File: src/rtl/core/dhcp_option_tlv_extractor_core_assert.svh
// Assertion macros used by the option extractor core.
`ifndef DHCP_OPTION_TLV_EXTRACTOR_CORE_ASSERT_SVH
`define DHCP_OPTION_TLV_EXTRACTOR_CORE_ASSERT_SVH

`ifndef SYNTHESIS
`define DHCPX_ASSERT(label, clk, rst, prop) \
  label: assert property (@(posedge clk) disable iff (rst) prop) \
    else $error("assertion failed");
`define DHCPX_ASSERT_ALWAYS(label, clk, prop) \
  label: assert property (@(posedge clk) prop) \
    else $error("assertion failed");
`else
`define DHCPX_ASSERT(label, clk, rst, prop)
`define DHCPX_ASSERT_ALWAYS(label, clk, prop)
`endif

`endif

File: src/rtl/core/dhcpx_pkg.sv
`default_nettype none
package dhcpx_pkg;

  localparam int unsigned TypeWidth = 8;
  localparam int unsigned SkipWidth = 10;
  localparam int unsigned AddrWidth = 3;
  localparam int unsigned DataWidth = 32;

  localparam logic [TypeWidth-1:0] WANTED_TYPE_RESET = 8'd53;
  localparam logic [SkipWidth-1:0] SKIP_BYTES_RESET  = 10'd240;
  localparam logic [7:0]           END_TYPE          = 8'd255;
  localparam logic [7:0]           PAD_TYPE          = 8'd0;

  typedef enum logic [0:0] {
    REG_WANTED_TYPE = 1'b0,
    REG_SKIP_BYTES  = 1'b1
  } reg_index_t;

  typedef enum logic [2:0] {
    KIND_VALUE     = 3'd0,
    KIND_EMPTY     = 3'd1,
    KIND_END       = 3'd2,
    KIND_EXHAUSTED = 3'd3,
    KIND_TRUNC     = 3'd4
  } kind_t;

  typedef struct packed {
    logic [TypeWidth-1:0] wanted_type;
    logic [SkipWidth-1:0] skip_bytes;
  } cfg_t;

endpackage
`default_nettype wire

File: src/rtl/core/dhcpx_msg_if.sv
`default_nettype none
interface dhcpx_msg_if;
  logic       valid;
  logic       ready;
  logic [7:0] data_byte;
  logic       last_byte;

  modport source (output valid, output data_byte, output last_byte, input ready);
  modport sink (input valid, input data_byte, input last_byte, output ready);
endinterface
`default_nettype wire

File: src/rtl/core/dhcpx_res_if.sv
`default_nettype none
interface dhcpx_res_if import dhcpx_pkg::*; ();
  logic       valid;
  logic       ready;
  logic [7:0] out_byte;
  kind_t      kind;
  logic       end_of_result;

  modport source (output valid, output out_byte, output kind, output end_of_result,
                  input ready);
  modport sink (input valid, input out_byte, input kind, input end_of_result,
                output ready);
endinterface
`default_nettype wire

File: src/rtl/core/dhcpx_regs.sv
`default_nettype none
module dhcpx_regs import dhcpx_pkg::*; (
  input  wire logic                 clk,
  input  wire logic                 rst,
  input  wire logic                 psel,
  input  wire logic                 penable,
  input  wire logic                 pwrite,
  input  wire logic [AddrWidth-1:0] paddr,
  input  wire logic [DataWidth-1:0] pwdata,
  output logic      [DataWidth-1:0] prdata,
  output logic                      pready,
  output cfg_t                      cfg
);

  logic       wr_en;
  reg_index_t index;

  assign pready = 1'b1;
  assign wr_en  = psel && penable && pwrite;
  assign index  = reg_index_t'(paddr[2]);

  always_ff @(posedge clk) begin
    if (rst) begin
      cfg.wanted_type <= WANTED_TYPE_RESET;
      cfg.skip_bytes  <= SKIP_BYTES_RESET;
    end else if (wr_en) begin
      unique case (index)
        REG_WANTED_TYPE: cfg.wanted_type <= pwdata[TypeWidth-1:0];
        REG_SKIP_BYTES:  cfg.skip_bytes  <= pwdata[SkipWidth-1:0];
        default: ;
      endcase
    end
  end

  always_comb begin
    unique case (index)
      REG_WANTED_TYPE: prdata = {{(DataWidth-TypeWidth){1'b0}}, cfg.wanted_type};
      REG_SKIP_BYTES:  prdata = {{(DataWidth-SkipWidth){1'b0}}, cfg.skip_bytes};
      default:         prdata = '0;
    endcase
  end

endmodule
`default_nettype wire

File: src/rtl/core/dhcpx_parse.sv
`default_nettype none
module dhcpx_parse import dhcpx_pkg::*; (
  input  wire logic       clk,
  input  wire logic       rst,
  input  wire cfg_t       cfg,
  input  wire logic       step,
  input  wire logic [7:0] data_byte,
  input  wire logic       last_byte,
  output logic            step_ready,
  dhcpx_res_if.source     res
);

  typedef enum logic [2:0] {
    PH_SKIP  = 3'd0,
    PH_TYPE  = 3'd1,
    PH_LEN   = 3'd2,
    PH_VALUE = 3'd3,
    PH_IDLE  = 3'd4
  } phase_t;

  phase_t               phase, phase_next;
  logic [SkipWidth-1:0] skip_count, skip_count_next;
  logic [7:0]           value_remaining, value_remaining_next;
  logic                 is_match, is_match_next;
  logic                 produce;
  kind_t                kind_next;
  logic [7:0]           byte_next;
  logic                 eor_next;
  logic                 type_byte;

  assign step_ready = !res.valid || res.ready;

  always_comb begin
    phase_next           = phase;
    skip_count_next      = skip_count;
    value_remaining_next = value_remaining;
    is_match_next        = is_match;
    produce              = 1'b0;
    kind_next            = KIND_VALUE;
    byte_next            = '0;
    eor_next             = 1'b0;
    type_byte            = 1'b0;

    unique case (phase)
      PH_SKIP: begin
        if (skip_count < cfg.skip_bytes) begin
          skip_count_next = skip_count + 1'b1;
        end else begin
          type_byte = 1'b1;
        end
      end
      PH_TYPE: begin
        type_byte = 1'b1;
      end
      PH_LEN: begin
        value_remaining_next = data_byte;
        if (data_byte == 8'd0) begin
          if (is_match) begin
            produce    = 1'b1;
            kind_next  = KIND_EMPTY;
            eor_next   = 1'b1;
            phase_next = PH_IDLE;
          end else begin
            phase_next = PH_TYPE;
          end
        end else begin
          phase_next = PH_VALUE;
        end
      end
      PH_VALUE: begin
        value_remaining_next = value_remaining - 1'b1;
        if (is_match) begin
          produce   = 1'b1;
          byte_next = data_byte;
          if (value_remaining_next == 8'd0) begin
            eor_next   = 1'b1;
            phase_next = PH_IDLE;
          end
        end else if (value_remaining_next == 8'd0) begin
          phase_next = PH_TYPE;
        end
      end
      default: ;
    endcase

    if (type_byte) begin
      phase_next = PH_TYPE;
      if (data_byte == END_TYPE) begin
        produce    = 1'b1;
        kind_next  = KIND_END;
        eor_next   = 1'b1;
        phase_next = PH_IDLE;
      end else if (data_byte != PAD_TYPE) begin
        is_match_next = (data_byte == cfg.wanted_type);
        phase_next    = PH_LEN;
      end
    end

    if (last_byte) begin
      if (phase_next != PH_IDLE) begin
        produce   = 1'b1;
        kind_next = (is_match_next && (phase_next == PH_LEN || phase_next == PH_VALUE))
                    ? KIND_TRUNC : KIND_EXHAUSTED;
        byte_next = '0;
        eor_next  = 1'b1;
      end
      phase_next           = PH_SKIP;
      skip_count_next      = '0;
      value_remaining_next = '0;
      is_match_next        = 1'b0;
    end
  end

  always_ff @(posedge clk) begin
    if (rst) begin
      phase           <= PH_SKIP;
      skip_count      <= '0;
      value_remaining <= '0;
      is_match        <= 1'b0;
      res.valid       <= 1'b0;
    end else begin
      if (step) begin
        phase           <= phase_next;
        skip_count      <= skip_count_next;
        value_remaining <= value_remaining_next;
        is_match        <= is_match_next;
      end
      if (step && produce) begin
        res.valid         <= 1'b1;
        res.out_byte      <= byte_next;
        res.kind          <= kind_next;
        res.end_of_result <= eor_next;
      end else if (res.ready) begin
        res.valid <= 1'b0;
      end
    end
  end

endmodule
`default_nettype wire

File: src/rtl/core/dhcp_option_tlv_extractor_core.sv
`default_nettype none
// Extracts the value of one DHCP option from a message that arrives one byte per word,
// with last_byte set on the final byte. After skip_bytes bytes (reset 240) it walks the
// options and emits each value byte of the first option whose code equals wanted_type
// (reset 53). A single status word reports an empty value, the end option, an exhausted
// message or a value cut short by the last byte. A pad byte is one byte long, and codes
// 0 and 255 never match. The block takes one byte per clock cycle while its result words
// are taken; a byte passes an input register and then the parser, whose result register
// holds its word. While a word waits to be taken, at most one more byte is accepted and
// the input then stalls until the word is taken.
// Registers are written through the APB port at byte addresses 0 and 4; the user must
// write them only while the block is idle, which the block itself does not enforce.
module dhcp_option_tlv_extractor_core import dhcpx_pkg::*; (
  input  wire logic                 clk,
  input  wire logic                 rst,
  dhcpx_msg_if.sink                 msg,
  dhcpx_res_if.source               res,
  input  wire logic                 psel,
  input  wire logic                 penable,
  input  wire logic                 pwrite,
  input  wire logic [AddrWidth-1:0] paddr,
  input  wire logic [DataWidth-1:0] pwdata,
  output logic      [DataWidth-1:0] prdata,
  output logic                      pready
);

  cfg_t       cfg;
  logic       in_valid;
  logic [7:0] in_data;
  logic       in_last;
  logic       step_ready;
  logic       step;

  assign step      = in_valid && step_ready;
  assign msg.ready = !in_valid || step_ready;

  always_ff @(posedge clk) begin
    if (rst) begin
      in_valid <= 1'b0;
    end else if (msg.ready) begin
      in_valid <= msg.valid;
      in_data  <= msg.data_byte;
      in_last  <= msg.last_byte;
    end
  end

  dhcpx_regs u_regs (
    .clk     (clk),
    .rst     (rst),
    .psel    (psel),
    .penable (penable),
    .pwrite  (pwrite),
    .paddr   (paddr),
    .pwdata  (pwdata),
    .prdata  (prdata),
    .pready  (pready),
    .cfg     (cfg)
  );

  dhcpx_parse u_parse (
    .clk        (clk),
    .rst        (rst),
    .cfg        (cfg),
    .step       (step),
    .data_byte  (in_data),
    .last_byte  (in_last),
    .step_ready (step_ready),
    .res        (res)
  );

`include "dhcp_option_tlv_extractor_core_assert.svh"

  `DHCPX_ASSERT(a_status_final, clk, rst, res.valid && res.kind != KIND_VALUE |-> res.end_of_result)
  `DHCPX_ASSERT(a_status_zero, clk, rst, res.valid && res.kind != KIND_VALUE |-> res.out_byte == 8'd0)
  `DHCPX_ASSERT(a_kind_range, clk, rst, res.valid |-> res.kind <= KIND_TRUNC)
  `DHCPX_ASSERT_ALWAYS(a_reset_empty, clk, rst |=> !res.valid && !in_valid)

endmodule
`default_nettype wire

File: src/flat_wrapper.sv
// flat-port wrapper written by rule: the top's interface ports become plain ports
module dhcp_option_tlv_extractor_core_flat import dhcpx_pkg::*;
  (clk, rst, psel, penable, pwrite, paddr, pwdata, prdata, pready, msg_valid, msg_data_byte, msg_last_byte, msg_ready, res_valid, res_out_byte, res_kind, res_end_of_result, res_ready);
  dhcpx_msg_if msg_i ();
  dhcpx_res_if res_i ();
  input  wire logic clk;
  input  wire logic rst;
  input  wire logic psel;
  input  wire logic penable;
  input  wire logic pwrite;
  input  wire logic [AddrWidth-1:0] paddr;
  input  wire logic [DataWidth-1:0] pwdata;
  output logic      [DataWidth-1:0] prdata;
  output logic pready;
  input wire logic [$bits(msg_i.valid)-1:0] msg_valid;
  input wire logic [$bits(msg_i.data_byte)-1:0] msg_data_byte;
  input wire logic [$bits(msg_i.last_byte)-1:0] msg_last_byte;
  output wire logic [$bits(msg_i.ready)-1:0] msg_ready;
  output wire logic [$bits(res_i.valid)-1:0] res_valid;
  output wire logic [$bits(res_i.out_byte)-1:0] res_out_byte;
  output wire logic [$bits(res_i.kind)-1:0] res_kind;
  output wire logic [$bits(res_i.end_of_result)-1:0] res_end_of_result;
  input wire logic [$bits(res_i.ready)-1:0] res_ready;
  assign msg_i.valid = msg_valid;
  assign msg_i.data_byte = msg_data_byte;
  assign msg_i.last_byte = msg_last_byte;
  assign msg_ready = msg_i.ready;
  assign res_valid = res_i.valid;
  assign res_out_byte = res_i.out_byte;
  assign res_kind = res_i.kind;
  assign res_end_of_result = res_i.end_of_result;
  assign res_i.ready = res_ready;
  dhcp_option_tlv_extractor_core u_core (.clk(clk), .rst(rst), .msg(msg_i), .res(res_i), .psel(psel), .penable(penable), .pwrite(pwrite), .paddr(paddr), .pwdata(pwdata), .prdata(prdata), .pready(pready));
endmodule
File: config.mk
export PLATFORM = sky130hd
export DESIGN_NAME = dhcp_option_tlv_extractor_core_flat
export DESIGN_NICKNAME = d
export VERILOG_FILES = /design/src/rtl/core/dhcpx_pkg.sv /design/src/rtl/core/dhcpx_msg_if.sv /design/src/rtl/core/dhcpx_res_if.sv /design/src/rtl/core/dhcpx_regs.sv /design/src/rtl/core/dhcpx_parse.sv /design/src/rtl/core/dhcp_option_tlv_extractor_core.sv /design/src/flat_wrapper.sv
export VERILOG_INCLUDE_DIRS = /design/src /design/src/rtl/core
export SDC_FILE = /design/constraint.sdc
export NUM_CORES = 1
export LEC_CHECK = 0
export BUFFER_PORTS_ARGS = -buffer_cell sky130_fd_sc_hd__buf_2
export CORE_MARGIN = 2
export CORE_UTILIZATION = 37
export DETAILED_ROUTE_END_ITERATION = 10
export RECOVER_POWER = 25
export SLEW_MARGIN = 40
export SYNTH_ARGS = -nofsm -noshare
export SYNTH_HDL_FRONTEND = slang
export SYNTH_SLANG_ARGS = --single-unit
File: constraint.sdc
create_clock -name clk -period 4.85 [get_ports clk]
set_input_delay 0.485 -clock clk [delete_from_list [all_inputs] [get_ports clk]]
set_output_delay 0.485 -clock clk [all_outputs]
set_load 0.01 [all_outputs]
==> run metrics, run 1 <==
first-pass GRT wire length 13.05 mm; Setup-failing EPs final 0; Seq pwr share 0.492; antenna violations before repair 0; vias in the first global route 2580; CP Launch Type flip-flop; clk_skew 10.82 ps; Initial Utilization 0.3828; Mapped Area 3537 um2; most frequent cell after synthesis nand2_1; DPL Wire Length 5.892 mm; RR Endpoint u_core.u_parse.res.kind[1]$_DFFE_PP_; gate count of the mapped netlist 384; Layout Nets 493; pin count of the biggest net entering global routing 38; RePlAce Congestion 0.8736; cts hold-fix bufs 0; clock group share of total power 0.431; Endpoint, Worst Hold u_core.in_data[1]$_DFFE_PP_; Rel. slew slack 0.3400; GRT Util Overall 0.1613; # IOs 98; pwr dens 293.4 nW/um2; Antenna Diode Count 0; setup TNS 0 ps; Design Power 1.167 mW; combinational share of power 0.078; crit path max fanout 12; final cell count without fillers 564; P_int 0.8808 mW; placed cell count 548; syn avg cell area 9.211 um2; hold-critical path depth 1; CTS H-tree depth 3; pre-CTS setup slack 1963 ps; dominant cell type by area after synthesis dfxtp_1; final worst slack 2155 ps; via/cell ratio 5.076; CP Data Required Time 4830 ps; ys async rst share 0; Clk Latency, worst-skew pair 340 ps; Post-Route WL 7.981 mm; Num CTS Buffers 9; Lkg Pwr 1.557 nW; clock root buffer clkbuf_8; Post-synth EDFFs 21; Reg-to-Reg Start u_core.u_regs.cfg[9]$_SDFFE_PP0P_; CTS tree yes; FMAX 371.0 MHz; Final min period 2695 ps; Worst setup EP type flip-flop; Post-CTS Setup Bufs 0; Seq/Total Area, Yosys 0.4160; Primary FF master, synth dfxtp_1; share of layout cells above drive strength 1 0.1816; die area 10360 um2; Clk pin slew, worst setup/hold paths 70 ps; Remaining DRCs 0; share of Yosys cell area claimed by the top area cell type 0.2377; Hold Path Origin msg_data_byte[1]; Die Y 101.8 um; Yosys Warn Count 0; RSZ-0062 raised after global routing no; Final Slew Violations 0; Row Count 35; Initial DRC Count 195; Tcrit/Tclk final 0.5558; post-cts sizing count 0; Hold Path Class in2reg; net switching power 0.2863 mW; synth unique cells 59; Max-cap violations 0; worst slew pin tran 986.3 ps; Final Core Density 0.4305; Clock Path Buffers 2; Core Area 9240 um2; Sw Share 0.2453; port bufs 50; WP data arrival 2670 ps; hold violation total from the final report 0; Crit Path Class reg2reg; synth top area cells dfxtp_1 (24%), edfxtp_1 (18%), buf_4 (5.1%); Post-DRT Antenna Nets 0; Sink Count 63; via count 2863; routed len/inst 14.15 um; reg-to-reg slack, setup 2150 ps; total gr overflow 0; Reg2Reg Depth 7; commonest cells in the netlist nand2_1 (46), dfxtp_1 (42), nor2_1 (37); worst vdd ir 171.1 uV; DIE WIDTH 101.8 um; synthesized flop and latch total 63; outcome completed; TritonRoute pass-1 iters 6; Area Overhead vs Synth 12.45%
[critical path, cell delays in order (launching register included)]
cell,delay [ps]
dfxtp_1,330
inv_1,80
ha_1,350
a211oi_1,110
o32a_2,360
a21boi_1,360
nand3b_1,220
nor3b_4,520
[worst max-delay path by stage]
stage                                                    from                                         end  slack [ps]
floorplan                   u_core.u_regs.cfg[9]$_SDFFE_PP0P_  u_core.u_parse.res.end_of_result$_DFFE_PP_        1950
global placement            u_core.u_regs.cfg[9]$_SDFFE_PP0P_    u_core.u_parse.res.out_byte[6]$_DFFE_PP_        2010
detailed placement          u_core.u_regs.cfg[9]$_SDFFE_PP0P_    u_core.u_parse.res.out_byte[7]$_DFFE_PP_        1960
CTS                         u_core.u_regs.cfg[9]$_SDFFE_PP0P_        u_core.u_parse.res.kind[1]$_DFFE_PP_        1940
global route        u_core.u_parse.skip_count[1]$_SDFFE_PP0P_        u_core.u_parse.res.kind[1]$_DFFE_PP_        1920
finish                      u_core.u_regs.cfg[9]$_SDFFE_PP0P_        u_core.u_parse.res.kind[1]$_DFFE_PP_        2150
[metrics by stage]
| step | hold WS [ps] | area (um2) |
|---|---|---|
| after floorplan | 434.0 | 3616 |
| after global placement | 446.1 | 3770 |
| after detailed placement | 449.6 | 3779 |
| after CTS | 313.1 | 3990 |
| after global routing | 309.4 | 3978 |
| final | 314.4 | 3978 |
[power groups by stage]
stage / clock, mW / sequential [mW] / combinational [mW]
floorplan: 0 / 0.578 / 0.0804
global placement: 0 / 0.585 / 0.0886
detailed placement: 0 / 0.585 / 0.0905
CTS: 0.506 / 0.573 / 0.0909
global route: 0.532 / 0.575 / 0.103
finish: 0.503 / 0.574 / 0.0907
[sequential cells by signal, indices dropped and copies added (netlist names)]
signal,flops
u_core.u_parse.skip_count,10
u_core.u_parse.res.kind,3
u_core.in_last,1
u_core.u_regs.cfg,18
u_core.u_parse.res.out_byte,8
u_core.u_parse.value_remaining,8
u_core.in_data,8
u_core.in_valid,1
u_core.u_parse.res.end_of_result,1
u_core.u_parse.is_match,1
u_core.u_parse.res.valid,1
u_core.u_parse.phase,3
[final cells by class]
cell class	instances	area, um2
Fill cell	924	5263
Multi-Input combinational cell	292	1848
Timing Repair Buffer	50	232.7
Clock inverter	6	83.83
Sequential cell	63	1471
Inverter	14	52.55
Tap cell	129	161.4
Clock buffer	10	127.6
[placed cells by master, fill, tap and decap left out, types with 6 or more instances in the layout]
cell type / netlist / final
buf_2: 0 / 36
clkbuf_8: 3 / 9
nor2_1: 37 / 37
nand2_1: 46 / 46
o211ai_1: 8 / 8
edfxtp_1: 21 / 21
a21oi_1: 21 / 19
xnor2_1: 9 / 9
nor2b_1: 6 / 6
conb_1: 2 / 23
mux2_2: 8 / 8
or4_1: 7 / 7
nand4_1: 7 / 7
a211o_1: 12 / 12
dfxtp_1: 42 / 42
and2_1: 11 / 11
inv_1: 14 / 14
ha_1: 12 / 12
clkbuf_1: 6 / 15
o21ai_0: 12 / 12
a22oi_1: 9 / 9
[metal layers]
metal  part of all wire  track usage
met1               0.49       0.2414
met2               0.44       0.2353
met3              0.063      0.03244
met4             0.0099      0.04366
met5                  0            0
[cell families after synthesis]
kind of cell,synth area share
muxes,0.03679
adders and majority gates,0.04245
DFF,0.4160
other,0.002123
xor gates and xnor gates,0.02476
AOI/OAI and AO/OA,0.1776
and+or+nand+nor,0.2112
buffers and inverters,0.08914
Power figures use the tool's default switching activity.
==> inputs of run 2 (changes only) <==
==> constraint.sdc (replaced) <==
create_clock -name clk -period 2.3 [get_ports clk]
set_input_delay 0.23 -clock clk [delete_from_list [all_inputs] [get_ports clk]]
set_output_delay 0.23 -clock clk [all_outputs]
set_load 0.01 [all_outputs]
==> run metrics, run 2 (synthesis results as in run 1) <==
outcome complete, but fails checks; failing checks negative setup slack; Layout Nets 545 (+11%); Row Count 35 (unchanged); Final Slew Violations 0 (unchanged); via count 3030 (+5.8%); Num CTS Buffers 9 (unchanged); Sequential Area 1484 um2 (+0.85%); Max-cap violations 0 (unchanged); worst slew pin tran 635.6 ps (-350.6 ps); final worst slack -67.87 ps (-2222 ps); # IOs 98 (unchanged); worst vdd ir 431.0 uV (+150%); vias in the first global route 2840 (+10%); CTS tree yes; clock root buffer clkbuf_8; Initial Utilization 0.3828 (unchanged); port bufs 50 (unchanged); cts hold-fix bufs 0 (unchanged); commonest non-fill, non-tap cell in the layout buf_2; Rel. slew slack 0.5762 (+0.2362); Core Area 9240 um2 (unchanged); RSZ-0062 raised after global routing yes; TritonRoute pass-1 iters 4 (-2); setup TNS -872.4 ps (-872.4 ps); Hold Path Class in2reg; Initial DRC Count 147 (-25%); routed len/inst 14.11 um (-0.27%); Antenna Diode Count 0 (unchanged); FMAX 422.3 MHz (+14%); crit path max fanout 3 (-9); Clk Latency, worst-skew pair 350 ps (about the same); GRT Util Overall 0.1766 (+0.01531); DPL Wire Length 6.552 mm (+11%); Crit Path Class reg2reg; area occupied by multi-input gates 1993 um2 (+7.9%); pwr dens 569.7 nW/um2 (+94%); commonest non-fill, non-tap cells in the layout buf_2 (49), nand2_1 (46), buf_4 (44); CP Data Required Time 2370 ps (-2460 ps); Worst setup EP type flip-flop; Post-Route WL 8.693 mm (+8.9%); pin count of the biggest net entering global routing 22 (-42%); clk_skew 9.399 ps (-1.422 ps); Final min period 2368 ps (-327.5 ps); Design Power 2.633 mW (+130%); largest reg by FF count u_core.u_regs.cfg; filler cell count 879 (-4.9%); Post-DRT Antenna Nets 0 (unchanged); Tcrit/Tclk final 1.030 (+0.4738); Remaining DRCs 0 (unchanged); Lkg Pwr 1.896 nW (+22%); Area Overhead vs Synth 30.67%; final cell count without fillers 616 (+9.2%); hold violation total from the final report 0 (unchanged); RePlAce Congestion 0.8947 (+2.4%); Setup-failing EPs final 16 (+16); WP data arrival 2440 ps (-230 ps); Largest regs u_core.u_regs.cfg x18, u_core.u_parse.skip_count x10; first-pass GRT wire length 14.12 mm (+8.2%); Clk pin slew, worst setup/hold paths 70 ps (about the same); CTS H-tree depth 3 (unchanged); placed cell count 592 (+8.0%); antenna violations before repair 0 (unchanged); total gr overflow 0 (unchanged); Clock Path Buffers 2 (unchanged); max reg flops 18 (unchanged); via/cell ratio 4.919 (-3.1%); reg-to-reg slack, setup -70 ps (-2220 ps); Sink Count 63 (unchanged); Die Y 101.8 um (unchanged); die area 10360 um2 (unchanged); share of layout cells above drive strength 1 0.3614 (+0.1798); DIE WIDTH 101.8 um (unchanged); CP Launch Type flip-flop
## run 2: metrics by stage
| stage | setup WS (ps) | hold WS (ps) | instance area [um2] | util |
|---|---|---|---|---|
| after floorplan | 36.09 | 328.9 | 3631 | - |
| after global placement | -82.52 | 408.2 | 4123 | 0.4462 |
| after detailed placement | -109.2 | 408.3 | 4123 | 0.4462 |
| after CTS | -29.85 | 35.44 | 4509 | 0.4880 |
| after global routing | -180.1 | 30.37 | 4622 | 0.5002 |
| final | -67.87 | 47.09 | 4622 | 0.5002 |
## run 2: timing repair
item                                   CTS  global route
gates resized for setup                 20            25
setup endpoints to repair               32            32
endpoints found under the hold margin    0             0
cloned                                   1             0
setup buffers                            3             4
pin swaps                                7            31
## run 2: area by class of cell
cell class | instances | share of cell area
clock inverters | 7 | 0.02599
multi-input cells | 292 | 0.4312
repair buffers | 102 | 0.1486
well taps | 129 | 0.03492
flip-flops and latches | 63 | 0.3211
clock buffers | 9 | 0.02680
inverters | 14 | 0.01137
## run 2: final timing paths
check                                                  startpoint                              endpoint  depth (start not counted)
worst max register to register  u_core.u_regs.cfg[3]$_SDFFE_PP0P_  u_core.u_parse.res.kind[1]$_DFFE_PP_                         10
worst min register to register  u_core.u_regs.cfg[8]$_SDFFE_PP0P_     u_core.u_regs.cfg[8]$_SDFFE_PP0P_                          2
worst min-delay path                             msg_data_byte[5]           u_core.in_data[5]$_DFFE_PP_                          1
worst max-delay path            u_core.u_regs.cfg[3]$_SDFFE_PP0P_  u_core.u_parse.res.kind[1]$_DFFE_PP_                         10
## run 2: layer usage
| layer | wire length, um | GRT usage | vias to the layer above |
|---|---|---|---|
| met5 | 0 | 0 | - |
| met4 | 131 | 0.06549 | 0 |
| met3 | 626 | 0.04555 | 15 |
| met2 | 3968 | 0.2642 | 94 |
| met1 | 3966 | 0.2452 | 1387 |
| li1 | - | - | 1534 |
## run 2: worst max-delay path, stage by stage, from the launching register on
cell      delay, ps
dfxtp_2         360
inv_2            50
ha_4            260
a211o_1         130
a21oi_2          50
a211o_1         330
a21o_1          180
buf_4           140
a211oi_1        250
a21boi_4        250
a21oi_1          80
## run 2: where the power goes
part | switching [mW] | internal (mW)
registers | 0.0227 | 1.17
clock network | 0.469 | 0.723
logic | 0.140 | 0.106
total | 0.632 | 2.00
==> inputs of run 3 (changes only) <==
--- a/config.mk
+++ b/config.mk
@@ -7,9 +7,12 @@
 export NUM_CORES = 1
 export LEC_CHECK = 0
 export BUFFER_PORTS_ARGS = -buffer_cell sky130_fd_sc_hd__buf_2
+export CELL_PAD_IN_SITES_DETAIL_PLACEMENT = 2
+export CELL_PAD_IN_SITES_GLOBAL_PLACEMENT = 2
 export CORE_MARGIN = 2
-export CORE_UTILIZATION = 37
+export CORE_UTILIZATION = 28
 export DETAILED_ROUTE_END_ITERATION = 10
+export PLACE_DENSITY_LB_ADDON = 0.1
 export RECOVER_POWER = 25
 export SLEW_MARGIN = 40
 export SYNTH_ARGS = -nofsm -noshare
==> run metrics, run 3 (synthesis results as in run 1) <==
vias in the first global route 3394 (+20%); RePlAce Congestion 0.7691 (-14%); worst slew pin tran 696.4 ps (+60.71 ps); Clock Path Buffers 2 (unchanged); WP data arrival 2390 ps (-50 ps); hold violation total from the final report 0 (unchanged); Largest regs u_core.u_regs.cfg x18, u_core.u_parse.skip_count x10; Final min period 2326 ps (-41.50 ps); Clk Latency, worst-skew pair 350 ps (about the same); clock root buffer clkbuf_16; Post-DRT Antenna Nets 0 (unchanged); CTS tree yes; Post-Route WL 11.65 mm (+34%); Setup-failing EPs final 23 (+7); crit path max fanout 12 (+9); final instance area 4816 um2 (+4.2%); Initial Utilization 0.2837 (-0.09905); via/cell ratio 4.778 (-2.9%); Area Overhead vs Synth 36.15%; Antenna Diode Count 0 (unchanged); cell area after placement 4272 um2 (+3.6%); combinational share of power 0.095 (about the same); via count 3201 (+5.6%); CP Launch Type flip-flop; Layout Nets 556 (+2.0%); commonest non-fill, non-tap cells in the layout buf_4 (59), buf_2 (49), nand2_1 (46); pwr dens 597.4 nW/um2 (+4.9%); FMAX 429.9 MHz (+1.8%); TritonRoute pass-1 iters 4 (unchanged); Max-cap violations 0 (unchanged); Remaining DRCs 0 (unchanged); DIE WIDTH 116.4 um (+14%); Worst setup EP type flip-flop; die area 13550 um2 (+31%); # IOs 98 (unchanged); net switching power 0.6908 mW (+9.3%); final cell count without fillers 670 (+8.8%); failing checks negative setup slack; DPL Wire Length 8.565 mm (+31%); port bufs 50 (unchanged); Lkg Pwr 1.980 nW (+4.4%); Seq pwr share 0.416 (-0.038); Crit Path Class reg2reg; Hold Path Class in2reg; clock group share of total power 0.490 (+0.037); commonest non-fill, non-tap cell in the layout buf_4; total gr overflow 0 (unchanged); Num CTS Buffers 9 (unchanged); outcome complete, but fails checks; clk_skew 7.839 ps (-1.560 ps); cts hold-fix bufs 0 (unchanged); routed len/inst 17.39 um (+23%); Sw Share 0.2401 (about the same); Initial DRC Count 100 (-32%); CTS H-tree depth 3 (unchanged); placed cell count 646 (+9.1%); largest reg by FF count u_core.u_regs.cfg; Row Count 41 (+17%); pin count of the biggest net entering global routing 19 (-14%); Sink Count 63 (unchanged); final worst slack -26.37 ps (+41.50 ps); Core Area 12470 um2 (+35%); Die Y 116.4 um (+14%); GRT Util Overall 0.1847 (+0.008085); P_int 2.186 mW (+9.3%); worst vdd ir 276.2 uV (-36%); filler cell count 1397 (+59%); Clk pin slew, worst setup/hold paths 50 ps (-20 ps); Tcrit/Tclk final 1.011 (-0.01804); Final Core Density 0.3863 (-0.1139); share of layout cells above drive strength 1 0.3775 (+0.01611); antenna violations before repair 0 (unchanged); Design Power 2.877 mW (+9.3%); Final Slew Violations 0 (unchanged); Rel. slew slack 0.5358 (-0.04047); max reg flops 18 (unchanged); CP Data Required Time 2360 ps (about the same); RSZ-0062 raised after global routing yes; first-pass GRT wire length 18.40 mm (+30%)
## run 3: worst paths after layout
path,endpoint,from,cells after the start,slack [ps]
setup / recovery,u_core.u_parse.res.out_byte[7]$_DFFE_PP_,u_core.u_regs.cfg[5]$_SDFFE_PP1P_,10,-30
hold / removal,u_core.in_data[5]$_DFFE_PP_,msg_data_byte[5],1,60
setup reg to reg,u_core.u_parse.res.out_byte[7]$_DFFE_PP_,u_core.u_regs.cfg[5]$_SDFFE_PP1P_,10,-30
hold reg to reg,u_core.u_regs.cfg[8]$_SDFFE_PP0P_,u_core.u_regs.cfg[8]$_SDFFE_PP0P_,2,460
## run 3: what timing repair did
item / CTS / global route
setup buffers: 5 / 3
gates resized for setup: 23 / 19
setup endpoints to repair: 32 / 34
gates cloned: 1 / 0
pin swaps: 6 / 17
## run 3: cell type report
type / count / area, um2 / share of cell area
Tap cell: 172 / 215.2 / 0.04469
Timing Repair Buffer: 113 / 760.7 / 0.1580
Clock buffer: 13 / 260.3 / 0.05404
Clock inverter: 3 / 42.54 / 0.008833
Sequential cell: 63 / 1481 / 0.3076
Multi-Input combinational cell: 292 / 2003 / 0.4160
Inverter: 14 / 52.55 / 0.01091
## run 3: per-stage QoR
step                      setup TNS, ps  setup WS, ps  hold slack (ps)
final                            -420.3        -26.37            59.05
after global routing              -3924        -194.7            46.76
after CTS                        -606.7        -57.12            44.71
after detailed placement          -3639        -229.1            409.2
after global placement            -1996        -131.6            408.0
after floorplan                       0         36.09            328.9
## run 3: metal layers
| metal | wire length [um] | global-route usage | up-vias |
|---|---|---|---|
| li1 | - | - | 1543 |
| met1 | 5406 | 0.2416 | 1577 |
| met2 | 5546 | 0.2922 | 65 |
| met3 | 388 | 0.03788 | 16 |
| met4 | 307 | 0.08810 | 0 |
| met5 | 0 | 0 | - |
## run 3: power groups by stage
stage	registers [mW]	clock network (mW)	logic, mW
5_1_grt	1.20	1.50	0.302
3_5_place_dp	1.22	0	0.263
6_report	1.20	1.41	0.272
3_3_place_gp	1.22	0	0.256
2_1_floorplan	1.22	0	0.171
4_1_cts	1.20	1.45	0.271
## run 3: worst max-delay path: stages (launching register included)
cell	delay [ps]
dfxtp_2	330
inv_2	50
ha_4	260
o21a_1	120
o211ai_1	110
a211o_1	270
buf_4	160
a21boi_4	180
nand3b_1	160
nor3b_4	230
buf_12	170
